===== config.mk =====
export PLATFORM = sky130hd
export DESIGN_NAME = ccdc_ctrl
export DESIGN_NICKNAME = d
export VERILOG_FILES = /design/src/rtl/ccdc_pkg.sv /design/src/rtl/ccdc_ctrl.sv
export SDC_FILE = /design/constraint.sdc
export NUM_CORES = 1
export LEC_CHECK = 0
export BUFFER_PORTS_ARGS = -buffer_cell sky130_fd_sc_hd__buf_2
export CELL_PAD_IN_SITES_DETAIL_PLACEMENT = 1
export CELL_PAD_IN_SITES_GLOBAL_PLACEMENT = 2
export CORE_MARGIN = 8
export CORE_UTILIZATION = 25
export CTS_CLUSTER_SIZE = 28
export DETAILED_ROUTE_END_ITERATION = 10
export GPL_TIMING_DRIVEN = 0
export PLACE_DENSITY = 0.82
export RECOVER_POWER = 50
export SYNTH_ARGS = -nofsm -noshare
export SYNTH_HDL_FRONTEND = slang
export SYNTH_SLANG_ARGS = --single-unit

===== constraint.sdc =====
create_clock -name clk -period 4 [get_ports clk]
set_input_delay 0.4 -clock clk [delete_from_list [all_inputs] [get_ports clk]]
set_output_delay 0.4 -clock clk [all_outputs]
set_load 0.005 [all_outputs]

===== src/rtl/ccdc_pkg.sv =====
// Shared types, constants and codes for the character cell depth compositor.
`timescale 1ns / 1ps

package ccdc_pkg;

    // Frame store geometry
    localparam int MAX_COLS  = 128;
    localparam int MAX_ROWS  = 64;
    localparam int MEM_DEPTH = MAX_COLS * MAX_ROWS;
    localparam int IDX_W     = $clog2(MEM_DEPTH);
    localparam int COL_W     = $clog2(MAX_COLS + 1);
    localparam int ROW_W     = $clog2(MAX_ROWS + 1);
    localparam int COL_IDX_W = $clog2(MAX_COLS);
    localparam int ROW_IDX_W = $clog2(MAX_ROWS);
    localparam int CELLS_W   = COL_W + ROW_W;

    // Field widths
    localparam int POS_W   = 12;
    localparam int DEPTH_W = 16;
    localparam int CELL_W  = 16;
    localparam int MEM_W   = CELL_W + DEPTH_W;

    // Configuration port
    localparam int CFG_ADDR_W = 4;
    localparam int CFG_DATA_W = 32;
    localparam int REG_IDX_W  = 2;

    localparam logic [REG_IDX_W-1:0] REG_SCREEN_WIDTH  = 2'd0;
    localparam logic [REG_IDX_W-1:0] REG_SCREEN_HEIGHT = 2'd1;
    localparam logic [REG_IDX_W-1:0] REG_CLEAR_COLOR   = 2'd2;

    localparam logic [7:0] RST_SCREEN_WIDTH  = 8'd80;
    localparam logic [6:0] RST_SCREEN_HEIGHT = 7'd25;
    localparam logic [3:0] RST_CLEAR_COLOR   = 4'd0;

    // Command codes
    localparam logic [1:0] FUNC_CLEAR     = 2'd0;
    localparam logic [1:0] FUNC_DRAW      = 2'd1;
    localparam logic [1:0] FUNC_DRAW_CLIP = 2'd2;
    localparam logic [1:0] FUNC_READ      = 2'd3;

    localparam logic [1:0] KIND_TEXT   = 2'd0;
    localparam logic [1:0] KIND_OPAQUE = 2'd1;
    localparam logic [1:0] KIND_TRANSP = 2'd2;

    localparam logic [7:0]         GLYPH_SPACE = 8'h20;
    localparam logic [DEPTH_W-1:0] DEPTH_EMPTY = '1;

    typedef struct packed {
        logic [1:0]                func;
        logic signed [POS_W-1:0]   pos_x;
        logic signed [POS_W-1:0]   pos_y;
        logic [7:0]                glyph;
        logic [3:0]                fg_color;
        logic [4:0]                bg_color;
        logic [1:0]                cell_kind;
        logic signed [DEPTH_W-1:0] depth;
        logic signed [POS_W-1:0]   clip_left;
        logic signed [POS_W-1:0]   clip_top;
        logic signed [POS_W-1:0]   clip_right;
        logic signed [POS_W-1:0]   clip_bottom;
    } cmd_t;

    typedef struct packed {
        logic [7:0]                cell_glyph;
        logic [7:0]                cell_attr;
        logic signed [DEPTH_W-1:0] cell_depth;
        logic                      drawn;
    } res_t;

    typedef struct packed {
        logic [7:0] screen_width;
        logic [6:0] screen_height;
        logic [3:0] clear_color;
    } cfg_t;

    // Address decode of one command
    typedef struct packed {
        logic             on;
        logic             visible;
        logic [IDX_W-1:0] idx;
        logic             fill_none;
        logic [IDX_W-1:0] fill_last;
    } dec_t;

    // Frame store port
    typedef struct packed {
        logic             we;
        logic [IDX_W-1:0] waddr;
        logic [MEM_W-1:0] wdata;
        logic [IDX_W-1:0] raddr;
    } mem_req_t;

    typedef enum logic [1:0] {
        ST_INIT,
        ST_IDLE,
        ST_CHECK,
        ST_FILL
    } state_t;

endpackage


===== src/rtl/ccdc_ctrl.sv =====
// Sequencer: store init sweep, clear fill, read-compare-write of one cell, result.
`timescale 1ns / 1ps

module ccdc_ctrl (
    input  logic                        clk,
    input  logic                        rst_n,
    input  logic                        start,
    input  ccdc_pkg::cmd_t              cmd,
    input  ccdc_pkg::dec_t              dec,
    input  ccdc_pkg::cfg_t              cfg,
    input  logic [ccdc_pkg::MEM_W-1:0]  rdata,
    output ccdc_pkg::mem_req_t          mem_req,
    output logic                        busy,
    output logic                        done,
    output ccdc_pkg::res_t              result
);
    import ccdc_pkg::*;

    state_t           state_reg, state_next;
    logic [IDX_W-1:0] fill_idx_reg, fill_idx_next;
    logic             done_reg, done_next;
    cmd_t             item_reg, item_next;
    dec_t             dec_reg, dec_next;
    res_t             result_reg, result_next;

    logic [CELL_W-1:0]  rd_cell;
    logic [DEPTH_W-1:0] rd_depth;
    logic               write_ok;
    logic [7:0]         new_glyph;
    logic [7:0]         new_attr;
    logic [CELL_W-1:0]  blank_cell;
    logic [CELL_W-1:0]  init_cell;

    assign rd_cell  = rdata[CELL_W-1:0];
    assign rd_depth = rdata[MEM_W-1:CELL_W];

    assign blank_cell = {cfg.clear_color, 4'h0, GLYPH_SPACE};
    assign init_cell  = {RST_CLEAR_COLOR, 4'h0, GLYPH_SPACE};

    // Depth test and new cell contents for a draw
    always_comb
    begin
        write_ok = ((item_reg.func == FUNC_DRAW) || (item_reg.func == FUNC_DRAW_CLIP)) &&
                   dec_reg.visible &&
                   ((item_reg.cell_kind == KIND_TEXT) || (item_reg.cell_kind == KIND_OPAQUE)) &&
                   ($signed(rd_depth) <= $signed(item_reg.depth));
        if (item_reg.cell_kind == KIND_TEXT)
        begin
            new_glyph = item_reg.glyph;
            new_attr  = {(item_reg.bg_color[4] ? 4'h0 : item_reg.bg_color[3:0]),
                         item_reg.fg_color};
        end
        else
        begin
            new_glyph = GLYPH_SPACE;
            new_attr  = {item_reg.bg_color[3:0], 4'h0};
        end
    end

    // State and payload registers
    always_ff @(posedge clk or negedge rst_n)
    begin
        if (!rst_n)
        begin
            state_reg    <= ST_INIT;
            fill_idx_reg <= '0;
            done_reg     <= 1'b0;
        end
        else
        begin
            state_reg    <= state_next;
            fill_idx_reg <= fill_idx_next;
            done_reg     <= done_next;
        end
    end

    always_ff @(posedge clk)
    begin
        item_reg   <= item_next;
        dec_reg    <= dec_next;
        result_reg <= result_next;
    end

    // Next state, store port and result
    always_comb
    begin
        state_next    = state_reg;
        fill_idx_next = fill_idx_reg;
        done_next     = 1'b0;
        item_next     = item_reg;
        dec_next      = dec_reg;
        result_next   = result_reg;
        mem_req.we    = 1'b0;
        mem_req.waddr = fill_idx_reg;
        mem_req.wdata = {DEPTH_EMPTY, blank_cell};
        mem_req.raddr = dec.idx;

        unique case (state_reg)
            ST_INIT:
            begin
                // Sweep every entry to the reset contents
                mem_req.we    = 1'b1;
                mem_req.wdata = {DEPTH_EMPTY, init_cell};
                fill_idx_next = fill_idx_reg + IDX_W'(1);
                if (fill_idx_reg == IDX_W'(MEM_DEPTH - 1))
                    state_next = ST_IDLE;
            end

            ST_IDLE:
            begin
                if (start)
                begin
                    item_next     = cmd;
                    dec_next      = dec;
                    fill_idx_next = '0;
                    if (cmd.func == FUNC_CLEAR)
                        state_next = ST_FILL;
                    else
                        state_next = ST_CHECK;
                end
            end

            ST_FILL:
            begin
                // One cell per cycle over the cells in use
                mem_req.we    = !dec_reg.fill_none;
                fill_idx_next = fill_idx_reg + IDX_W'(1);
                if (dec_reg.fill_none || (fill_idx_reg == dec_reg.fill_last))
                begin
                    state_next = ST_IDLE;
                    done_next  = 1'b1;
                    if (dec_reg.on)
                    begin
                        result_next.cell_glyph = blank_cell[7:0];
                        result_next.cell_attr  = blank_cell[15:8];
                        result_next.cell_depth = DEPTH_EMPTY;
                    end
                    else
                    begin
                        result_next.cell_glyph = '0;
                        result_next.cell_attr  = '0;
                        result_next.cell_depth = '0;
                    end
                    result_next.drawn = 1'b0;
                end
            end

            ST_CHECK:
            begin
                // Stored cell is on rdata: compare, write back, report
                mem_req.we    = write_ok;
                mem_req.waddr = dec_reg.idx;
                mem_req.wdata = {item_reg.depth, new_attr, new_glyph};
                state_next    = ST_IDLE;
                done_next     = 1'b1;
                if (!dec_reg.on)
                begin
                    result_next.cell_glyph = '0;
                    result_next.cell_attr  = '0;
                    result_next.cell_depth = '0;
                end
                else if (write_ok)
                begin
                    result_next.cell_glyph = new_glyph;
                    result_next.cell_attr  = new_attr;
                    result_next.cell_depth = item_reg.depth;
                end
                else
                begin
                    result_next.cell_glyph = rd_cell[7:0];
                    result_next.cell_attr  = rd_cell[15:8];
                    result_next.cell_depth = rd_depth;
                end
                result_next.drawn = write_ok;
            end
        endcase
    end

    assign busy   = (state_reg != ST_IDLE);
    assign done   = done_reg;
    assign result = result_reg;

endmodule


# After elaboration in Yosys (flattened, before gate mapping)
# Index checks and enable logic that the tools add are counted.
[word_totals]
in_bits = 192
ff_bits = 115
word_cells = 69
out_inout_bits = 94
[classes]
eq_ne = 12
n_addsub = 1
reduce_logical = 17
mux = 20
n_lt_le_gt_ge = 1
[ops]
columns = ["op", "count"]
rows = [
  ["one-hot mux 33 bit (2 select lines)", 1],
  ["2-to-1 mux 32 bit", 2],
  ["one-hot mux 32 bit (2 select lines)", 1],
  ["2-to-1 mux 33 bit", 1],
  ["2-to-1 mux 30 bit", 1],
  ["2-to-1 mux 13 bit", 2],
  ["one-hot mux 13 bit (2 select lines)", 1],
  ["<= comparator 16 bit", 1],
  ["2-to-1 mux 8 bit", 2],
  ["adder 13 x 1 -> 13 bit (second input constant)", 1],
  ["equality test 13 bit", 1],
  ["equality test 13 bit (second input constant)", 1],
  ["one-hot mux 2 bit (4 select lines)", 1],
  ["equality test 2 x 1 -> 1 bit (second input constant)", 3],
  ["equality test 2 bit (second input constant)", 3],
  ["logical NOT 2 bit", 3],
  ["2-to-1 mux 2 bit", 3],
  ["inequality test 2 bit (second input constant)", 3],
  ["AND reduction 2 bit", 3],
  ["2-to-1 mux 4 bit", 1],
  ["nonzero test 2 bit", 2],
  ["logical AND 1 bit", 3],
  ["logical OR 1 bit", 3],
  ["one-hot mux 1 bit (3 select lines)", 1],
  ["other kinds (6)", 7],
]

# Depth between registers and ports, before layout
# Gate-level depths: netlist of the first run.
[depth]
ltp_word = 8
mapped_depth = 10

# Worst setup path after synthesis of the first run
# OpenSTA, ideal clock, no wires.
[synth_timing]
kind = "flip-flop to flip-flop"
startpoint = "register state_reg[1]"
endpoint = "register fill_idx_reg[6]"
setup_slack_ns = 0.003
setup_time_ns = 0.132
t_required_ns = 3.868
n_path_buf = 1
t_arrival_ns = 3.865
path_stages_with_launch = 10
cell_sequence = "dfrtp_1 -> inv_1 -> ha_1 -> and2_1 -> clkbuf_1 -> o21ai_0 -> nor2_1 -> nand3_1 -> xor2_1 -> nor2_1"
[synth_via]
elab_chain_len = 4
[synth_lines]
columns = ["item", "line_no", "text"]
rows = [
  ["start: declaration", "ccdc_ctrl.sv:19", "state_t state_reg, state_next;"],
  ["start signal: assignment", "ccdc_ctrl.sv:71", "state_reg <= state_next;"],
  ["equality test 2 bit / logical NOT 2 bit (equally long branches)", "ccdc_ctrl.sv:98", "unique case (state_reg)"],
  ["OR reduction 2 bit (no line)", "n/a", ""],
  ["nonzero test 2 bit (no line)", "n/a", ""],
  ["AND reduction 2 bit (no line)", "n/a", ""],
  ["end signal: assignment", "ccdc_ctrl.sv:72", "fill_idx_reg <= fill_idx_next;"],
  ["end: declaration", "ccdc_ctrl.sv:20", "logic [IDX_W-1:0] fill_idx_reg, fill_idx_next;"],
]
# Parallel ways exist; a longest one is shown, timed or not.
# A chain may end at the register's enable or synchronous reset.

==> results of run 1 <==
[critical path, cell delays in order (launching register included)]
cell and delay [ps]:
dfrtp_1 440, inv_1 100, ha_1 190, clkbuf_1 420, clkbuf_1 460, clkbuf_1 620
mux2_2 420, buf_2 130
[power groups by stage]
stage	logic (uW)	clock network [uW]	registers [uW]
floorplan	44.8	0	1320
global placement	120	0	1320
detailed placement	123	0	1320
CTS	125	1550	1300
global route	135	1600	1300
finish	121	1510	1300
[synthesized netlist by cell type (11+ instances only)]
cell type	n	area (sq um)
and2_1	16	100
clkbuf_1	20	75.1
nor2_1	21	78.8
nand2b_1	16	100
xnor2_1	11	96.3
edfxtp_1	99	2970
dfrtp_1	16	400
ha_1	21	263
nor3_1	36	180
inv_1	22	82.6
mux2i_1	13	130
nand2_1	58	218
mux2_2	11	124
a2111oi_0	16	140
buf_4	13	97.6
xor2_1	14	123
o21ai_0	26	130
[routing by layer]
metal / wire length [microns] / part of all wire (%) / vias to the layer above / GRT usage (%)
li1: - / - / 2322 / -
met1: 8320 / 40 / 2354 / 16.0
met2: 10200 / 49 / 176 / 24.7
met3: 1780 / 8.6 / 36 / 5.58
met4: 374 / 1.8 / 8 / 5.26
met5: 42 / 0.20 / - / 0
[final cells by class]
class	count	area, sq um	share of cell area [%]
antenna	3	7.51	0.0950
buffer	42	238	3.01
clock buffer	17	425	5.38
clock inverter	15	146	1.85
inverter	22	82.6	1.04
multi-input combinational	337	2240	28.4
sequential	115	3370	42.7
tap	319	399	5.05
timing repair buffer	201	990	12.5
[cell families after synthesis]
logic type / after synthesis / share of synthesized area, %
buffers and inverters: 64 / 5.39
multiplexers: 24 / 4.28
AND/OR/NAND/NOR: 183 / 15.7
AO/OA/AOI/OAI: 84 / 9.74
flip-flops: 115 / 56.8
adder cells (fa/ha/maj): 21 / 4.43
XOR/XNOR: 25 / 3.69
[per-stage QoR]
step	instances	instance area [sq um]	setup slack, ps	power, uW
global route	1071	7910	55.4	3030
finish	1071	7910	397	2920
detailed placement	1035	7380	788	1450
floorplan	516	5940	2.79	1370
global placement	1033	7330	-1790	1440
CTS	1068	7960	304	2970
[worst max-delay path by stage]
stage,startpoint,end,cells after the start
floorplan,state_reg[1],fill_idx_reg[6],9
global placement,state_reg[1],fill_idx_reg[6],9
detailed placement,state_reg[0],mem_req[54],7
CTS,state_reg[0],mem_req[54],7
global route,state_reg[1],fill_idx_reg[7],10
finish,state_reg[0],mem_req[54],7
==> metrics.txt, run 1 <==
H-tree depth=4; max reg flops=37; Max-slew headroom=-5.52%; WP data required=between 3000 and 4000 ps; Sw Pwr=just under 700 uW; Boundary Pins=between 200 and 300; CTS tree=yes; IR drop worst, VDD=about 0.20 mV; Worst Hold Class=in2reg; flop2flop setup slack=between 400 and 500 ps; LEAKAGE=around 0.0031 uW; vias=just under 5000; Sequential Power Share=approximately 44%; nets@finish=between 900 and 1000; clock skew=roughly 12 ps; PortBufs=198; worst-margin pin slew=1580 ps; die height=between 150 and 200 microns; global route overflow=0; Worst R2R Start=state_reg[1]; Internal=approximately 2200 uW; Remaining DRCs=0; CTS Sinks=between 100 and 150; clk_lat worst skew=420 ps; startpoint type of the worst setup path=flip-flop; Seq/Total Area, Yosys=56.8%; Max clock buf depth=2; Hold Path Origin=dec[7]; Total Routing Usage GR=14.4%; Tcrit/Tclk final=about 90%; Finish-stage setup viols=0; initial antenna violation count=7; Die ar.=between 20000 and 30000 sq um; fin util=33.8%; EDFF count, synth=approximately 100; WL/cell=a little under 20 microns; Die Wd=170 microns; Vias/cell=approximately 4.6; Sum Neg Setup Slack=0 ps; DP Wirelength=15900 microns; post-synthesis cell type count=51; crit path max fanout=10; Syn. warnings=0; synthesized instance count=516; Fin Hold WS=approximately 150 ps; unrepaired setup endpoints after global routing=false; Root Buffer=clkbuf_16; run status=finished with violations; Hold Vio Cnt, Final=0; Gate power share=under 10%; data arrival time of the worst path=between 3000 and 4000 ps; critical path type=reg2out; # fillers=between 2000 and 3000; most common cell after layout, fill and taps aside=buf_2; maximum number of pins on one net before global-route repair=48; Mapped Area=5940 sq um; #FFs+latches synth=between 100 and 150; worst r2r dst=fill_idx_reg[7]; first-pass GRT wire length=approximately 31000 microns; Synth Net Count=approximately 730; Clk pwr share=a little over 50%; Routed WL=between 20000 and 25000 microns; max frequency=around 0.28 GHz; share of cells above drive strength 1=29.9%; main flop type after synthesis=edfxtp_1; Post-synth ARST share=between 10% and 20%; Resize count post-CTS=0; TritonCTS buffer count=17; failing checks=max-capacitance violations, max-slew violations; most frequent cells in the layout=buf_2, edfxtp_1, clkbuf_1; crit end category=primary output; global placement routability congestion=slightly below 0.8; DR iter-0 viols=between 200 and 250; vias in the first global route=around 5400; Hold Path Sink=dec_reg[7]; # Post-CTS Setup Buffers=0; Starting Density=between 20 and 30%; clock transition at the registers of the reported paths=around 70 ps; 1st-pass router iterations=5; Site Rows=56; syn_area_per_cell=around 12 sq um; clock period minus worst slack=~3600 ps; worst-case reg-to-reg path depth=10; hold-critical path depth=1; Area growth syn-to-layout=33.2%; CTS Hold Bufs=1; Post-DRT Antenna Nets=0; Sw Share=a little under a quarter; Max Cap Viol=1; CORE AREA=around 23000 sq um; Pins Over Slew Limit=24; Power Density=approximately 370 nW/um^2
Note: power is estimated with default switching activity, not from simulation.
==> run 2: changes to the inputs <==
Settings changed: REMOVE_ABC_BUFFERS set to 1.
==> run 2 against run 1 <==
The flow now finishes without violations. Design area shrank 1.6%. Clock skew is essentially flat. Non-clock buffer count shrank 38. Critical path type unchanged. Core utilization shrank 0.54 points. Sequential share of layout area grew 0.69 points. Highest routed layer unchanged. Largest power group unchanged. Power grew 3.6%. Critical path depth grew 2. Largest cell class unchanged. First-iteration DRC count shrank 2.8%. Sequential power is essentially flat. Fmax shrank 4.2%.
==> metrics.txt, run 2 (synthesis gave the netlist of run 1 again) <==
run status=complete, no violations; min setup slack post-route=between 200 and 250 ps; DR iter-0 viols=~210; PortBufs=between 150 and 200; vias=about 4700; Finish-stage setup viols=0; crit end category=primary output; Worst Hold Class=in2reg; Total Routing Usage GR=roughly 14%; clock transition at the registers of the reported paths=about 60 ps; initial antenna violation count=3; # fillers=~2700; Tcrit/Tclk final=94.0%; IR drop worst, VDD=0.266 mV; Vias/cell=around 4.6; maximum number of pins on one net before global-route repair=40; Power Density=between 300 and 400 nW/um^2; H-tree depth=4; Boundary Pins=roughly 290; die height=roughly 170 microns; max reg flops=37; critical path type=reg2out; Max clock buf depth=2; Die Wd=around 170 microns; # Post-CTS Setup Buffers=0; CP delay by family, top=simple AND/OR/NAND/NOR gates; max incr delay on CP=730 ps; CORE AREA=~23000 sq um; Root Buffer=clkbuf_16; clk_lat worst skew=420 ps; Max Cap Viol=0; Pins Over Slew Limit=0; Area growth syn-to-layout=31.0%; unrepaired setup endpoints after global routing=false; pre-CTS WS=about 260 ps; nets@finish=912; Starting Density=between 20 and 30%; Max-slew headroom=approximately a third; WL/cell=19.6 microns; LEAKAGE=slightly below 0.003 uW; TritonCTS buffer count=17; 1st-pass router iterations=4; Remaining DRCs=0; Critical path buffers and inverters=2; Site Rows=56; CTS tree=yes; global route overflow=0; clock skew=12.2 ps; Fin Hold WS=153 ps; Post-DRT Antenna Nets=0; DP Area=~7200 sq um; most common cell after layout, fill and taps aside=buf_2; Routed WL=slightly above 20000 microns; most frequent cells in the layout=buf_2, edfxtp_1, nand2_1; startpoint type of the worst setup path=flip-flop; dpl cells=approximately 1000; CP cell instances=inv_1 -> ha_1 -> nand4_2 -> or4_4 -> a21oi_2 -> or2_4 -> o21ai_4 -> o31ai_1 -> buf_2; crit path max fanout=22; first-pass GRT wire length=between 30000 and 40000 microns; CTS Sinks=115; Die ar.=roughly 29000 sq um; Hold Vio Cnt, Final=0; global placement routability congestion=between 0.7 and 0.8; WP data required=around 3600 ps; DP Wirelength=between 10000 and 15000 microns; worst-margin pin slew=roughly 1000 ps; clock period minus worst slack=3760 ps; vias in the first global route=5331; Crit-path slowest cell=or4_4; max frequency=~0.27 GHz; Final Non-Filler Cells=1032; share of cells above drive strength 1=about 29%; data arrival time of the worst path=approximately 3400 ps; post-route cell area=about 7800 sq um
## run 2: final cells by class
cell class	count	area, sq um	area share, %
diodes	1	2.50	0.0322
clock buffers	17	425	5.47
clock inverters	15	190	2.44
inverters	22	82.6	1.06
multi-input cells	338	2280	29.4
flip-flops and latches	115	3370	43.4
well taps	319	399	5.13
repair buffers	205	1020	13.2
## run 2: path summary, 6_finish.rpt
check	startpoint	slack (ps)	cells after the start	end
worst max-delay path	item_reg[63]	240	9	mem_req[58]
worst min-delay path	cmd[53]	150	1	item_reg[53]
worst max register to register	item_reg[63]	810	8	result[4]
worst min register to register	dec_reg[13]	540	2	done
max in group asynchronous	rst_n	2730	2	fill_idx_reg[1]
min in group asynchronous	rst_n	670	2	fill_idx_reg[11]
## run 2: metrics by stage
stage	utilization [%]	setup TNS [ps]	total power (uW)
after CTS	33.5	0	3070
after global routing	33.2	0	3120
after global placement	30.3	-93440	1430
after floorplan	-	0	1350
final	33.2	0	3030
after detailed placement	30.7	0	1430
## run 2: worst register-to-register path, delay by kind of cell, from the launching register on
family | cells | cell delay (ps)
DFF | 1 | 340
AOI/OAI and AO/OA | 2 | 880
and+or+nand+nor | 4 | 1280
buffers and inverters | 1 | 80
adders and majority gates | 1 | 350
## run 2: layer usage
metal  wire (microns)  global-route usage (%)
met1             8600                    16.3
met5               23                       0
met4              373                    4.73
met3             1450                    4.77
met2             9780                    23.3
## run 2: report_power, final
group	switching (uW)	internal, uW
Clock	586	1040
Sequential	0	1300
Combinational	55.6	54.3
## run 2: what timing repair did
item                                    in CTS  in global routing
resized for setup                            3                  1
hold buffers                                 1                  0
endpoints found under the setup margin      28                  1
endpoints found under the hold margin       16                  0
gates cloned                                 0                  1
