$ cat config.mk
export PLATFORM = sky130hd
export DESIGN_NAME = ccdc_decode
export DESIGN_NICKNAME = d
export VERILOG_FILES = /design/src/rtl/ccdc_pkg.sv /design/src/rtl/ccdc_decode.sv
export SDC_FILE = /design/constraint.sdc
export NUM_CORES = 1
export LEC_CHECK = 0
export ABC_AREA = 1
export BUFFER_PORTS_ARGS = -buffer_cell sky130_fd_sc_hd__clkbuf_2
export CORE_ASPECT_RATIO = 0.5
export CORE_MARGIN = 5
export CORE_UTILIZATION = 40
export DETAILED_ROUTE_END_ITERATION = 6
export MAX_ROUTING_LAYER = met4
export PLACE_DENSITY = 0.62
export SETUP_SLACK_MARGIN = 0.5
export SYNTH_ARGS = -nofsm -noshare
export SYNTH_HDL_FRONTEND = slang
export SYNTH_SLANG_ARGS = --single-unit
$ cat constraint.sdc
create_clock -name vclk -period 5.55
set_input_delay 0.2775 -clock vclk [all_inputs]
set_output_delay 0.2775 -clock vclk [all_outputs]
set_load 0.005 [all_outputs]
$ cat src/rtl/ccdc_pkg.sv
// Shared types, constants and codes for the character cell depth compositor.
`timescale 1ns / 1ps

package ccdc_pkg;

    // Frame store geometry
    localparam int MAX_COLS  = 128;
    localparam int MAX_ROWS  = 64;
    localparam int MEM_DEPTH = MAX_COLS * MAX_ROWS;
    localparam int IDX_W     = $clog2(MEM_DEPTH);
    localparam int COL_W     = $clog2(MAX_COLS + 1);
    localparam int ROW_W     = $clog2(MAX_ROWS + 1);
    localparam int COL_IDX_W = $clog2(MAX_COLS);
    localparam int ROW_IDX_W = $clog2(MAX_ROWS);
    localparam int CELLS_W   = COL_W + ROW_W;

    // Field widths
    localparam int POS_W   = 12;
    localparam int DEPTH_W = 16;
    localparam int CELL_W  = 16;
    localparam int MEM_W   = CELL_W + DEPTH_W;

    // Configuration port
    localparam int CFG_ADDR_W = 4;
    localparam int CFG_DATA_W = 32;
    localparam int REG_IDX_W  = 2;

    localparam logic [REG_IDX_W-1:0] REG_SCREEN_WIDTH  = 2'd0;
    localparam logic [REG_IDX_W-1:0] REG_SCREEN_HEIGHT = 2'd1;
    localparam logic [REG_IDX_W-1:0] REG_CLEAR_COLOR   = 2'd2;

    localparam logic [7:0] RST_SCREEN_WIDTH  = 8'd80;
    localparam logic [6:0] RST_SCREEN_HEIGHT = 7'd25;
    localparam logic [3:0] RST_CLEAR_COLOR   = 4'd0;

    // Command codes
    localparam logic [1:0] FUNC_CLEAR     = 2'd0;
    localparam logic [1:0] FUNC_DRAW      = 2'd1;
    localparam logic [1:0] FUNC_DRAW_CLIP = 2'd2;
    localparam logic [1:0] FUNC_READ      = 2'd3;

    localparam logic [1:0] KIND_TEXT   = 2'd0;
    localparam logic [1:0] KIND_OPAQUE = 2'd1;
    localparam logic [1:0] KIND_TRANSP = 2'd2;

    localparam logic [7:0]         GLYPH_SPACE = 8'h20;
    localparam logic [DEPTH_W-1:0] DEPTH_EMPTY = '1;

    typedef struct packed {
        logic [1:0]                func;
        logic signed [POS_W-1:0]   pos_x;
        logic signed [POS_W-1:0]   pos_y;
        logic [7:0]                glyph;
        logic [3:0]                fg_color;
        logic [4:0]                bg_color;
        logic [1:0]                cell_kind;
        logic signed [DEPTH_W-1:0] depth;
        logic signed [POS_W-1:0]   clip_left;
        logic signed [POS_W-1:0]   clip_top;
        logic signed [POS_W-1:0]   clip_right;
        logic signed [POS_W-1:0]   clip_bottom;
    } cmd_t;

    typedef struct packed {
        logic [7:0]                cell_glyph;
        logic [7:0]                cell_attr;
        logic signed [DEPTH_W-1:0] cell_depth;
        logic                      drawn;
    } res_t;

    typedef struct packed {
        logic [7:0] screen_width;
        logic [6:0] screen_height;
        logic [3:0] clear_color;
    } cfg_t;

    // Address decode of one command
    typedef struct packed {
        logic             on;
        logic             visible;
        logic [IDX_W-1:0] idx;
        logic             fill_none;
        logic [IDX_W-1:0] fill_last;
    } dec_t;

    // Frame store port
    typedef struct packed {
        logic             we;
        logic [IDX_W-1:0] waddr;
        logic [MEM_W-1:0] wdata;
        logic [IDX_W-1:0] raddr;
    } mem_req_t;

    typedef enum logic [1:0] {
        ST_INIT,
        ST_IDLE,
        ST_CHECK,
        ST_FILL
    } state_t;

endpackage

$ cat src/rtl/ccdc_decode.sv
// Command decode: screen and clip test, cell address, clear extent.
`timescale 1ns / 1ps

module ccdc_decode (
    input  ccdc_pkg::cmd_t cmd,
    input  ccdc_pkg::cfg_t cfg,
    output ccdc_pkg::dec_t dec
);
    import ccdc_pkg::*;

    logic [COL_W-1:0]             w_use;
    logic [ROW_W-1:0]             h_use;
    logic                         on_x;
    logic                         on_y;
    logic                         in_clip;
    logic [ROW_IDX_W+COL_W-1:0]   row_base;
    logic [CELLS_W-1:0]           cells;

    // Saturate the screen size to the store geometry
    always_comb
    begin
        if (int'(cfg.screen_width) > MAX_COLS)
            w_use = COL_W'(MAX_COLS);
        else
            w_use = COL_W'(cfg.screen_width);
        if (int'(cfg.screen_height) > MAX_ROWS)
            h_use = ROW_W'(MAX_ROWS);
        else
            h_use = ROW_W'(cfg.screen_height);
    end

    // On-screen test; a negative coordinate has its sign bit set
    assign on_x = !cmd.pos_x[POS_W-1] && (POS_W'(w_use) > $unsigned(cmd.pos_x));
    assign on_y = !cmd.pos_y[POS_W-1] && (POS_W'(h_use) > $unsigned(cmd.pos_y));

    // Inclusive clip rectangle
    assign in_clip = ($signed(cmd.pos_x) >= $signed(cmd.clip_left))  &&
                     ($signed(cmd.pos_x) <= $signed(cmd.clip_right)) &&
                     ($signed(cmd.pos_y) >= $signed(cmd.clip_top))   &&
                     ($signed(cmd.pos_y) <= $signed(cmd.clip_bottom));

    // Row-major address with stride equal to the columns in use
    assign row_base = (ROW_IDX_W+COL_W)'(cmd.pos_y[ROW_IDX_W-1:0]) *
                      (ROW_IDX_W+COL_W)'(w_use);
    assign cells    = CELLS_W'(w_use) * CELLS_W'(h_use);

    assign dec.on        = on_x && on_y;
    assign dec.visible   = on_x && on_y && ((cmd.func != FUNC_DRAW_CLIP) || in_clip);
    assign dec.idx       = IDX_W'(row_base) + IDX_W'(cmd.pos_x[COL_IDX_W-1:0]);
    assign dec.fill_none = (cells == '0);
    assign dec.fill_last = IDX_W'(cells - CELLS_W'(1));

endmodule

# == After elaboration in Yosys (flattened, before gate mapping) ==
# Cells that the tools add are included.
# word_totals
word_cells,26
out_inout_bits,29
input_bits,128
reg_bits,0
# op_classes
eq_ne,1
n_reduce_logical,11
n_mul,2
n_addsub,2
muxes,2
magnitude_cmp,8
# ops
cell,count
$ge A12 B12 Y1,2
$le A12 B12 Y1,2
$logic_not A15 Y1,1
$mul A8 B7 Y15,1
$add A13 B7 Y13,1
$mul A6 B8 Y13,1
$sub A13 B1 Y13 const B,1
$gt A7 B12 Y1,1
$gt A8 B12 Y1,1
$gt A8 B8 Y1 const B,1
$mux W8,1
$gt A7 B7 Y1 const B,1
$logic_and A1 B1 Y1,7
$mux W7,1
$logic_not A1 Y1,2
$ne A2 B2 Y1 const B,1
$logic_or A1 B1 Y1,1

# == Longest topological paths before layout ==
# Gate-level depths: netlist (run 1).
# depth
depth_word,6
depth_mapped,28
ltp_nobuf,28

# == Worst setup path before layout (run 1) ==
# OpenSTA, ideal clock, no wires.
# synth_path
path_kind,input-to-output
startpoint,in cfg[18] in the netlist's numbering
endpoint,out dec[12] in the netlist's numbering
cell_stages,22
arrival_ns,4.443
t_required_ns,5.273
path_slack_ns,0.830
path_cell_list,clkbuf_1 nor2_1 inv_1 nor2_1 fa_1 fa_1 fa_1 inv_1 fa_1 inv_1 ha_1 a21oi_1 o21ai_1 inv_1 nand2_1 nand2_1 nand2_2 nor2_4 nand3_1 nand2_1 nand2_1 inv_1
# synth_rtl
item,line_no,source
"start, declared",ccdc_decode.sv:6,"input ccdc_pkg::cfg_t cfg,"
"end, declared",ccdc_decode.sv:7,output ccdc_pkg::dec_t dec

==> impl_metrics.json, run 1 <==
{
  "fill_cells": 1421,
  "layout.cells.non_filler": 1172,
  "portBuffers": 118,
  "overflow": 0,
  "coreArea_sq_um": 13700,
  "drv_slew": 0,
  "nets": 1295,
  "io_pins": 157,
  "dpl.cell_count": 1163,
  "setup-violations-final": 0,
  "num_antenna_cells": 0,
  "status": "finished clean",
  "finalCritPeriodShare_pct": 87.3,
  "seq_area_sq_um": 0,
  "fin_crit_ns": 4.84,
  "cp_max_fo": 7,
  "synthTopCellsByCount": "inv_1, nand2_1, ha_1",
  "drtAntennaViolNets": 0,
  "vias_per_cell": 4.70,
  "ys_warn_count": 0,
  "yosysTopAreaCell": "ha_1",
  "drive_gt1_share_pct": 21.8,
  "rsz0062_at_grt": "yes",
  "yosysUniqueCellTypes": 32,
  "chipWidth_um": 178,
  "wl_um": 14600,
  "post_drt_wl_per_cell_um": 12.4,
  "cp-start-kind": "input port",
  "die_h_um": 94.2,
  "row_count": 30,
  "nClkBuffers": 0,
  "end_kind": "output port",
  "ir_drop_mv": 0.125,
  "yosysSeqAreaShare_pct": 0,
  "gp_congestion": 0.884,
  "grt_max_degree": 13,
  "fmax_mhz": 207,
  "syn_avg_cell_area_sq_um": 6.69,
  "die_area_sq_um": 16800,
  "synth_top_area_share_pct": 28.2,
  "drc": 0,
  "ctsHoldBuffers": 0,
  "worst_ep_required_time_ns": 5.27,
  "hpwl_um": 12800,
  "tightestPinTransition_ns": 0.322,
  "hold_class": "in2out",
  "route.vias.total": 5506,
  "syn_area_sq_um": 5680,
  "grt_pass1_wl_um": 24300,
  "crit_type": "in2out",
  "maxCapViolCount": 0,
  "synth_fp_nets": 1161,
  "drt_iter0_drc": 215,
  "syn2layout_area_growth_pct": 21.8,
  "hold_violations": 0,
  "final_util_pct": 50.3,
  "syn_inst": 848,
  "grt_pass1_vias": 5375,
  "flops_and_latches": 0,
  "yosysMostFrequentCell": "inv_1",
  "p_per_area_nw_per_um2": 124,
  "slew_headroom_pct": 78.5,
  "antenna_found_initial": 0,
  "start_util_pct": 41.3,
  "dr.pass1.iters": 5,
  "final.setup.tns_ns": 0,
  "grt.total_usage_pct": 17.4,
  "worst_ep_arrival_time_ns": 4.56,
  "synthTopCellsByArea": "ha_1, fa_1, inv_1, nand2_1, nor2_1",
  "p_leak_nw": 4.28
}
metrics by stage:
| step | hold WS [ns] | worst slack, ns | power [W] | cell area (sq um) |
|---|---|---|---|---|
| CTS | 0.924 | 0.502 | 0.000783 | 6590 |
| floorplan | 0.674 | 0.830 | 0.000524 | 5680 |
| detailed placement | 0.921 | 0.330 | 0.000766 | 6560 |
| global route | 0.952 | 0.458 | 0.000988 | 6920 |
| global placement | 0.906 | 0.384 | 0.000751 | 6560 |
| finish | 0.920 | 0.708 | 0.000860 | 6920 |
logic make-up (layout without fill, tap and decap cells):
group / Yosys count / count (layout) / synth area share (%)
simple gates: 360 / 360 / 27.1
fa+ha+maj: 185 / 185 / 48.3
compound gates: 62 / 62 / 6.19
xor+xnor: 25 / 25 / 4.12
buf+inv: 216 / 348 / 14.3
cell type report:
class	count	area [sq um]	area share (%)
Multi-Input combinational cell	632	5140	74.3
Timing Repair Buffer	135	729	10.5
Tap cell	192	240	3.47
Inverter	213	805	11.6
per-layer routing:
metal | global-route usage, % | wire [um] | up-vias
met4 | 0.511 | 36 | 0
met3 | 0.442 | 477 | 2
met5 | - | 0 | -
met2 | 31.6 | 7140 | 77
met1 | 23.2 | 6900 | 2538
li1 | - | - | 2889
placed cells by master (no fill, tap or decap), drive strengths merged:
cell type    n
a21o         9
a21oi       38
a31oi        3
and2         3
buf         22
clkbuf     113
clkinv       2
fa          57
ha         128
inv        211
nand2      205
nand3       33
nand3b       1
nand4       17
nor2        90
nor3         7
nor4         2
o21a         3
o21ai        8
o21bai       1
or2          2
xnor2       10
xor2        15
worst max-delay path, cell delays in order:
cell and delay (ns):
buf_4 0.12, nor2_1 0.05, a31oi_2 0.18, inv_2 0.07, buf_4 0.15, nand2_8 0.08, nor2_1 0.06, fa_1 0.48
inv_1 0.05, fa_1 0.56, inv_2 0.04, fa_1 0.50, inv_2 0.04, fa_1 0.51, inv_2 0.05, ha_4 0.33
nand2_4 0.09, inv_4 0.07, nand2_2 0.06, nand2_1 0.06, nand2_1 0.06, nand2_2 0.10, nand2_4 0.06, nor2_4 0.14
nand2_2 0.07, xor2_1 0.13, inv_1 0.05, clkbuf_2 0.10
where the power goes:
part / leakage, nW / internal, W / switching, W
logic: 4.28 / 0.000379 / 0.000481
clock network: 0 / 0 / 0
registers: 0 / 0 / 0
total: 4.28 / 0.000379 / 0.000481
timing repair:
action	CTS	global route
gates resized for setup	9	79
pin swaps	0	38
endpoints found under the setup margin	8	13
buffers inserted	0	9
path summary, 6_finish.rpt:
| check | slack, ns | cells after the start | end | startpoint |
|---|---|---|---|---|
| worst max-delay path | 0.71 | 28 | dec[10] | cfg[16] |
| worst min-delay path | 0.92 | 5 | dec[27] | cmd[108] |
(Power assumes the default switching activity.)
==> run 2, diff against run 1 <==
- clock period: 5.55 -> 6.1 ns (I/O delays scaled with it)
==> run 2 against run 1 <==
Cell area decreased by 5.1%; cell count decreased by 0.85%; total power decreased by 20%; clock-buffer cell count unchanged; worst hold slack improved by 0.042 ns; via count decreased by 2.0%; die area unchanged; global-route usage decreased by 0.42 points; combinational power decreased by 20%; first-iteration DRC count decreased by 7.9%; critical path depth decreased by 1; non-clock buffer count decreased by 10; largest power group unchanged.
==> impl_metrics.json, run 2 (synthesized netlist as in run 1, its figures left out) <==
{
  "overflow": 0,
  "drc": 0,
  "grt_max_degree": 13,
  "fin_crit_ns": 5.21,
  "grt.total_usage_pct": 17.0,
  "crit_top_cell": "nand2_1",
  "worst_ep_arrival_time_ns": 4.90,
  "final_util_pct": 47.8,
  "worst_ep_required_time_ns": 5.79,
  "seq_area_sq_um": 0,
  "hpwl_um": 12600,
  "cp-start-kind": "input port",
  "drive_gt1_share_pct": 15.7,
  "p_per_area_nw_per_um2": 105,
  "coreArea_sq_um": 13700,
  "wl_um": 13900,
  "rsz0062_at_grt": "no",
  "setup-violations-final": 0,
  "finalCritPeriodShare_pct": 85.4,
  "dr.pass1.iters": 4,
  "whs_ns": 0.962,
  "drt_iter0_drc": 198,
  "post-cts-setup-buffers": 0,
  "grt_pass1_vias": 5391,
  "start_util_pct": 41.3,
  "route.vias.total": 5395,
  "portBuffers": 118,
  "drtAntennaViolNets": 0,
  "fill_cells": 1470,
  "layout_common_cells": "inv_1, nand2_1, ha_1, clkbuf_2, nor2_1",
  "tightestPinTransition_ns": 0.332,
  "slew_headroom_pct": 77.8,
  "status": "finished clean",
  "num_antenna_cells": 0,
  "p_leak_nw": 4.21,
  "syn2layout_area_growth_pct": 15.6,
  "layout.cells.non_filler": 1162,
  "hold_violations": 0,
  "flops_and_latches": 0,
  "maxCapViolCount": 0,
  "io_pins": 157,
  "hold_class": "in2out",
  "nets": 1285,
  "row_count": 30,
  "chipWidth_um": 178,
  "grt_pass1_wl_um": 23700,
  "critical-path-top-delay-family": "adder cells",
  "dpl.cell_count": 1162,
  "crit_type": "in2out",
  "vias_per_cell": 4.64,
  "cpPeakStageDelay_ns": 0.54,
  "nClkBuffers": 0,
  "fmax_mhz": 192,
  "ir_drop_mv": 0.0772,
  "end_kind": "output port",
  "post_drt_wl_per_cell_um": 12.0,
  "cp_slowest_cell": "fa_1",
  "cp_max_fo": 12,
  "gp_congestion": 0.904,
  "die_h_um": 94.2,
  "drv_slew": 0,
  "die_area_sq_um": 16800,
  "antenna_found_initial": 0,
  "final.setup.tns_ns": 0,
  "path_buf_inv": 10,
  "layout_commonest_cell": "inv_1"
}
==> run 2: changes by cell type in the layout (fill, tap and decap cells not counted), sizes merged <==
cell,previous run,this run
clkbuf,113,118
buf,22,7
clkinv,2,3
inv,211,210
==> run 2: worst min-delay path, cell delays in order <==
cell and delay (ns):
clkbuf_2 0.11, ha_1 0.13, clkbuf_2 0.11
==> run 2: repair_timing <==
item / CTS / global route
hold buffers: 0 / 0
endpoints found under the hold margin: 0 / 0
resized for setup: 0 / 5
endpoints found under the setup margin: 0 / 4
==> run 2: area by class of cell <==
class | count | area (sq um) | area share, %
inverter | 213 | 800 | 12.2
multi-input combinational | 632 | 4880 | 74.4
tap | 192 | 240 | 3.66
timing repair buffer | 125 | 643 | 9.80
==> run 2: layer usage <==
layer	wire length [um]	track usage (%)	share of wire, %	up-vias
met4	0	0.638	0	0
li1	-	-	-	2860
met5	0	-	0	-
met3	654	1.05	4.7	0
met1	6700	22.4	48	2441
met2	6590	30.6	47	94
==> run 2: per-stage QoR <==
step	power [W]	instance area (sq um)	setup WS, ns
4_1_cts	0.000702	6550	0.754
6_report	0.000690	6560	0.891
3_5_place_dp	0.000694	6550	0.762
5_1_grt	0.000804	6560	0.519
3_3_place_gp	0.000683	6550	0.858
2_1_floorplan	0.000477	5680	1.32
==> run 2: worst paths after layout <==
kind / from / endpoint / slack [ns] / depth (start not counted)
max: cfg[18] / dec[12] / 0.89 / 27
min: cmd[95] / dec[14] / 0.96 / 3
==> run 2: report_power, final <==
group / total [W] / internal, W / switching (W)
Clock: 0 / 0 / 0
Sequential: 0 / 0 / 0
Combinational: 0.000690 / 0.000293 / 0.000397
==> run 3, diff against run 2 <==
- clock period: 6.1 -> 4.9 ns (I/O delays scaled with it)
==> run 3 against run 2 <==
Worst setup slack worse by 0.70 ns; core utilization is 6.8 points higher; highest routed layer is now met4; clock-buffer cell count stayed put; cell count is 3.6% higher; first-iteration DRC count is 31% lower; die area stayed put; worst hold slack worse by 0.11 ns; wire length is 6.2% higher.
==> impl_metrics.json, run 3 (synthesized netlist as in run 1, its figures left out) <==
{
  "num_antenna_cells": 0,
  "seq_power_share_pct": 0,
  "layout.cells.non_filler": 1204,
  "slew_headroom_pct": 76.4,
  "power_switching_w": 0.000633,
  "critical-path-top-delay-family": "adder cells",
  "drt_iter0_drc": 136,
  "syn2layout_area_growth_pct": 32.0,
  "tightestPinTransition_ns": 0.352,
  "cpPeakStageDelay_ns": 0.57,
  "path_cells": "buf_8 > nor4_4 > a31oi_1 > inv_2 > nand2_4 > clkinv_4 > buf_6 > buf_6 > nand2_4 > fa_1 > fa_1 > fa_1 > inv_2 > fa_1 > ha_4 > a21oi_2 > o21ai_2 > a21oi_2 > buf_4 > o21ai_4 > xnor2_1 > buf_2",
  "coreArea_sq_um": 13700,
  "ir_drop_mv": 0.158,
  "flops_and_latches": 0,
  "gp_congestion": 0.894,
  "p_per_area_nw_per_um2": 160,
  "nClkBuffers": 0,
  "seq_area_sq_um": 0,
  "p_comb_share_pct": 100.0,
  "hold_class": "in2out",
  "grt.total_usage_pct": 18.1,
  "start_util_pct": 41.3,
  "grt_pass1_vias": 5685,
  "cp_max_fo": 4,
  "drtAntennaViolNets": 0,
  "grt_pass1_wl_um": 25100,
  "chipWidth_um": 178,
  "antenna_found_initial": 0,
  "io_pins": 157,
  "maxCapViolCount": 0,
  "die_h_um": 94.2,
  "grt_max_degree": 12,
  "p_leak_nw": 4.49,
  "final_util_pct": 54.5,
  "wl_um": 14800,
  "vias_per_cell": 4.67,
  "hpwl_um": 12600,
  "end_kind": "output port",
  "overflow": 0,
  "dpl.cell_count": 1174,
  "nets": 1327,
  "dr.pass1.iters": 4,
  "drive_gt1_share_pct": 28.5,
  "cp-start-kind": "input port",
  "fmax_mhz": 212,
  "status": "finished clean",
  "layout_common_cells": "inv_1, nand2_1, ha_1, clkbuf_2, nor2_1",
  "hold_violations": 0,
  "drv_slew": 0,
  "path_buf_inv": 8,
  "total_power_w": 0.00120,
  "rsz0062_at_grt": "yes",
  "finalCritPeriodShare_pct": 96.1,
  "row_count": 30,
  "die_area_sq_um": 16800,
  "worst_ep_arrival_time_ns": 4.46,
  "swShare_pct": 52.8,
  "fin_crit_ns": 4.71,
  "crit_top_cell": "fa_1",
  "place_area_sq_um": 6710,
  "post_drt_wl_per_cell_um": 12.3,
  "worst_ep_required_time_ns": 4.66,
  "stdcell_area_sq_um": 7490,
  "cp_slowest_cell": "fa_1",
  "layout_commonest_cell": "inv_1",
  "setup-violations-final": 0,
  "drc": 0,
  "power.share.clock_pct": 0,
  "p_int_w": 0.000566,
  "portBuffers": 118,
  "route.vias.total": 5617,
  "crit_type": "in2out"
}
run 3: changes by cell type in the layout (fill, tap and decap cells not counted), sizes merged:
cell | previous run | this run
clkbuf | 118 | 102
buf | 7 | 65
run 3: power by group through the flow:
stage	sequential, W	combinational (W)	clock, W
6_report	0	0.00120	0
4_1_cts	0	0.00104	0
2_1_floorplan	0	0.000608	0
3_5_place_dp	0	0.000890	0
5_1_grt	0	0.00134	0
3_3_place_gp	0	0.000877	0
run 3: path summary, 6_finish.rpt:
path | start | cells past startpoint | end | slack (ns)
min | cmd[108] | 5 | dec[27] | 0.85
max | cfg[13] | 22 | dec[26] | 0.19
run 3: area by class of cell:
cell class / count / area [sq um]
fill: 1393 / 6250
inverter: 213 / 815
multi-input combinational: 632 / 5410
tap: 192 / 240
timing repair buffer: 167 / 1030
run 3: metrics by stage:
stage	worst slack (ns)	setup TNS (ns)	hold slack, ns
after detailed placement	-0.0254	-0.0254	0.857
final	0.190	0	0.849
after floorplan	0.517	0	0.609
after CTS	0.170	0	0.860
after global placement	0.0695	0	0.849
after global routing	0.00488	0	0.885
run 3: repair_timing:
action | in CTS | in global routing
gates resized for setup | 53 | 101
hold endpoints to repair | 0 | 0
pin swaps | 57 | 72
setup endpoints to repair | 16 | 17
hold buffers | 0 | 0
setup buffers | 21 | 9
gates cloned | 0 | 0
run 3: layer usage:
| layer | up-vias | global-route usage, % | wire [um] | part of all wire (%) |
|---|---|---|---|---|
| li1 | 2948 | - | - | - |
| met1 | 2565 | 24.0 | 7150 | 48 |
| met2 | 92 | 32.0 | 7050 | 48 |
| met3 | 12 | 0.724 | 466 | 3.1 |
| met4 | 0 | 1.85 | 147 | 0.99 |
| met5 | - | - | 0 | 0 |
run 3: worst min-delay path, cell delays in order:
cell	delay, ns
clkbuf_2	0.07
nand2_1	0.04
nor2_1	0.10
nor2_1	0.05
clkbuf_2	0.10
